`config.mk`:
```
export PLATFORM = sky130hd
export DESIGN_NAME = smft_cell
export DESIGN_NICKNAME = d
export VERILOG_FILES = /design/src/rtl/core/sorted_multiset_floor_take_unit_macros.svh /design/src/rtl/core/smft_pkg.sv /design/src/rtl/core/smft_cell.sv
export SDC_FILE = /design/constraint.sdc
export NUM_CORES = 1
export LEC_CHECK = 0
export BUFFER_PORTS_ARGS = -buffer_cell sky130_fd_sc_hd__buf_4
export CORE_ASPECT_RATIO = 1.1
export CORE_MARGIN = 5
export CORE_UTILIZATION = 50
export DETAILED_ROUTE_END_ITERATION = 10
export PLACE_DENSITY = 0.87
export SLEW_MARGIN = 30
export SYNTH_ARGS = -nofsm -noshare
export SYNTH_HDL_FRONTEND = slang
export SYNTH_SLANG_ARGS = --single-unit
```
`constraint.sdc`:
```
create_clock -name clk -period 8.4 [get_ports clk]
set_input_delay 0.84 -clock clk [delete_from_list [all_inputs] [get_ports clk]]
set_output_delay 0.84 -clock clk [all_outputs]
set_load 0.02 [all_outputs]
```
`src/rtl/core/sorted_multiset_floor_take_unit_macros.svh`:
```
// Assertion helpers shared by the RTL of the sorted multiset unit.
// Both macros expect a clock named clk and an active-low reset named rst_n.
`ifndef SORTED_MULTISET_FLOOR_TAKE_UNIT_MACROS_SVH
`define SORTED_MULTISET_FLOOR_TAKE_UNIT_MACROS_SVH

// Same-cycle implication.
`define SMFT_ASSERT_NOW(label, ante, cons, msg) \
    label: assert property (@(posedge clk) disable iff (!rst_n) (ante) |-> (cons)) \
        else $error(msg);

// Next-cycle implication.
`define SMFT_ASSERT_NEXT(label, ante, cons, msg) \
    label: assert property (@(posedge clk) disable iff (!rst_n) (ante) |=> (cons)) \
        else $error(msg);

`endif

```
`src/rtl/core/smft_pkg.sv`:
```
package smft_pkg;

    localparam int CAPACITY_DEFAULT = 256;
    localparam int KEY_BITS_DEFAULT = 30;

    // Width of the key_out field on the result word.
    localparam int OUT_KEY_BITS = 30;

    // Binary levels of the extraction tree between two register ranks.
    localparam int TREE_STAGE_LEVELS = 4;

    typedef enum logic {
        ACT_INSERT = 1'b0,
        ACT_TAKE   = 1'b1
    } action_t;

    typedef enum logic [1:0] {
        ST_INSERTED = 2'd0,
        ST_TAKEN    = 2'd1,
        ST_NONE     = 2'd2,
        ST_FULL     = 2'd3
    } status_t;

    typedef enum logic [1:0] {
        FSM_IDLE,
        FSM_EXEC,
        FSM_DRAIN,
        FSM_HOLD
    } fsm_t;

    typedef struct packed {
        logic do_insert;
        logic do_take;
    } cell_ctl_t;

endpackage

```
`src/rtl/core/smft_cell.sv`:
```
module smft_cell #(
    parameter int INDEX    = 0,
    parameter int KEY_BITS = smft_pkg::KEY_BITS_DEFAULT,
    parameter int CNT_W    = 9
) (
    input  logic                  clk,
    input  smft_pkg::cell_ctl_t   ctl,
    input  logic [KEY_BITS-1:0]   value,
    input  logic [CNT_W-1:0]      count,
    input  logic                  le_left,
    input  logic [KEY_BITS-1:0]   key_left,
    input  logic                  le_right,
    input  logic [KEY_BITS-1:0]   key_right,
    output logic                  le,
    output logic [KEY_BITS-1:0]   key,
    output logic [KEY_BITS-1:0]   pick_key
);

    logic [KEY_BITS-1:0] key_reg;
    logic [KEY_BITS-1:0] key_next;
    logic                occupied;
    logic                pick;

    assign occupied = count > CNT_W'(INDEX);
    assign le       = occupied && (key_reg <= value);
    assign key      = key_reg;

    // The cell holding the last key not above the limit gives it up on a take.
    assign pick     = ctl.do_take && le && !le_right;
    assign pick_key = pick ? key_reg : '0;

    always_comb
    begin
        key_next = key_reg;
        if (ctl.do_insert && !le)
        begin
            // The first cell above the limit takes the new key, the rest shift up.
            key_next = le_left ? value : key_left;
        end
        else if (ctl.do_take && !le_right)
        begin
            key_next = key_right;
        end
    end

    always_ff @(posedge clk)
    begin
        key_reg <= key_next;
    end

endmodule

```
==> impl_metrics.ini <==
[worst_setup_path]
path_class = input port to output pin
cp_data_arrival_time_ns = 3.82
crit_fanout = 46
crit_required_ns = 7.56
cp_slowest_cell = buf_4
path_delay_family = compound AO/OA/AOI/OAI gates
cpPeakStageDelay_ns = 0.58
path_cells = buf_4 -> inv_1 -> ha_1 -> nand2_1 -> nor4_1 -> o31ai_1 -> a21boi_0 -> a211o_2 -> buf_4 -> nor3_1 -> buf_4
cp_common_cell = buf_4
start_kind = input port
cp-end-kind = output pin
path_buf_inv = 4

[sta]
fin_crit_ns = 4.66
worstMarginPinSlew_ns = 0.675
clock.fmax_mhz = 215
finalHoldViolations = 0
grt_setup_unrepaired = no
slew_violations = 0
fin_skew_ns = 0.00452
period_share_pct = 55.5
relSlewSlack_pct = 54.6
worst_slack_ns = 3.74
setup_viol = 0
tns_ns = 0

[layout]
largest_reg_flops = 30
nets = 673
final_area_sq_mm = 0.00463
fillers = 497
final_cell_mix = buf_4, inv_1, nor2_1
final_common_cell = buf_4
syn_to_final_growth_pct = 41.6
drive_gt1_share_pct = 38.7
diodes = 0
final_util_pct = 71.5

[clocking]
worstSkewPairLatency_ns = 0.28
root_buffer = clkbuf_8
cts.path.max_buffers = 2
cts.repair.resized = 0
cts_tree = built
cts_made_buffers = 5
cts_max_level = 2
cts_hold_buf = 0
post_cts_buffers = 0
cts_sinks = 30
clk_pin_slew_ns = 0.07

[yosys]
syn_area_sq_mm = 0.00327
synth_seq_cells = 30
synthCells = 387
synth_fp_nets = 521
seq_area_frac_synth_pct = 27.5
yosysWarningCount = 0
avgSynthCellArea_sq_um = 8.46
ys_types = 28

[placement]
dp_worst_setup_slack_ns = 3.71
dpl_cell_area_sq_mm = 0.00452
place_hpwl_um = 7740
io_buffers = 164
globalplace.congestion = 0.865

[global_route]
gr-total-overflow = 0
grt_pass1_vias = 3358
grt_pass1_wl_um = 15500
grt_max_degree = 47
track_usage_pct = 23.6
antenna_found_initial = 0

[drt]
via_count = 3268
ant_nets = 0
wl_per_cell_um = 16.0
wirelength_um = 9930
drc = 0
drt_iter0_drc = 116
firstDrtPassIters = 6
vias_per_cell = 5.25

[run]
timing.max_cap.violations = 0

[pwr]
p_leak_nw = 2.44
irDropWorstVdd_mv = 0.104
power_density_mw_per_mm2 = 149

[die]
top_level_ports = 165
fp-row-count = 31
die_w_um = 87.1
core_area_sq_mm = 0.00648
initial_core_util_pct = 50.5
die_y_um = 94.9
die-area_sq_mm = 0.00827

[worst_hold_path]
min_path_type = input port to register

[outcome]
status = completed
-- per-layer routing --
layer | wire, um | track usage, %
met5 | 0 | 0
met1 | 3710 | 26.3
met2 | 5460 | 45.1
met3 | 582 | 3.58
met4 | 184 | 7.80
-- kinds of logic (layout without fill, tap and decap cells) --
logic type	count (synthesis)	after routing	share of synthesized area, %
and+or+nand+nor	121	121	18.7
buffers and inverters	116	269	14.4
AOI/OAI and AO/OA	60	60	18.7
adders and majority gates	30	30	11.5
muxes	30	30	9.17
DFF	30	30	27.5
-- synth_stat cells (all sizes together) --
library cell	instances	share of area, %
inv	93	11
nor2	35	4.0
nor3	32	4.9
a221oi	30	14
and2	30	5.7
edfxtp	30	28
ha	30	11
mux2i	30	9.2
a21oi	16	2.4
buf	12	2.5
nand2	12	1.4
clkbuf	11	1.3
o21ai	7	1.1
nand4	5	1.1
nor4	4	0.96
a21boi	2	0.46
nand2b	2	0.38
a211o	1	0.27
a21o	1	0.23
a22oi	1	0.23
nand3	1	0.15
o21a	1	0.23
o31ai	1	0.23
-- final cells by class --
type                       instances  area (sq um)  share of cell area [%]
clock inverter                     2          8.76                   0.189
tap                               82           103                    2.21
clock buffer                       6          72.6                    1.57
timing repair buffer             168          1280                    27.7
multi-input combinational        241          1920                    41.4
sequential                        30           901                    19.4
inverter                          93           349                    7.53
-- through the flow --
step / power (mW) / hold WS (ns) / cells
final: 0.691 / 0.942 / 622
after global routing: 0.732 / 0.935 / 622
after CTS: 0.690 / 0.938 / 621
after detailed placement: 0.577 / 1.24 / 613
after global placement: 0.565 / 1.23 / 613
after floorplan: 0.448 / 1.11 / 387
-- worst min-delay path, delay by kind of cell --
kind / cells / cell delay [ns]
AO/OA/AOI/OAI: 1 / 0.05
buffers and inverters: 2 / 0.16
-- where the power goes --
group | switching [mW] | leakage, nW | internal [mW] | total (mW)
sequential | 0.0211 | 0.290 | 0.201 | 0.222
combinational | 0.201 | 2.11 | 0.154 | 0.355
clock | 0.0575 | 0.0426 | 0.0569 | 0.114
-- final timing paths --
path | startpoint | endpoint | slack, ns | depth (start not counted)
setup / recovery | value[13] | pick_key[25] | 3.74 | 11
hold / removal | key_right[22] | key[22]$_DFFE_PP_ | 0.94 | 3
setup reg to reg | key[13]$_DFFE_PP_ | key[24]$_DFFE_PP_ | 4.97 | 8
hold reg to reg | key[29]$_DFFE_PP_ | key[17]$_DFFE_PP_ | 1.40 | 7
Power figures use the tool's default switching activity.
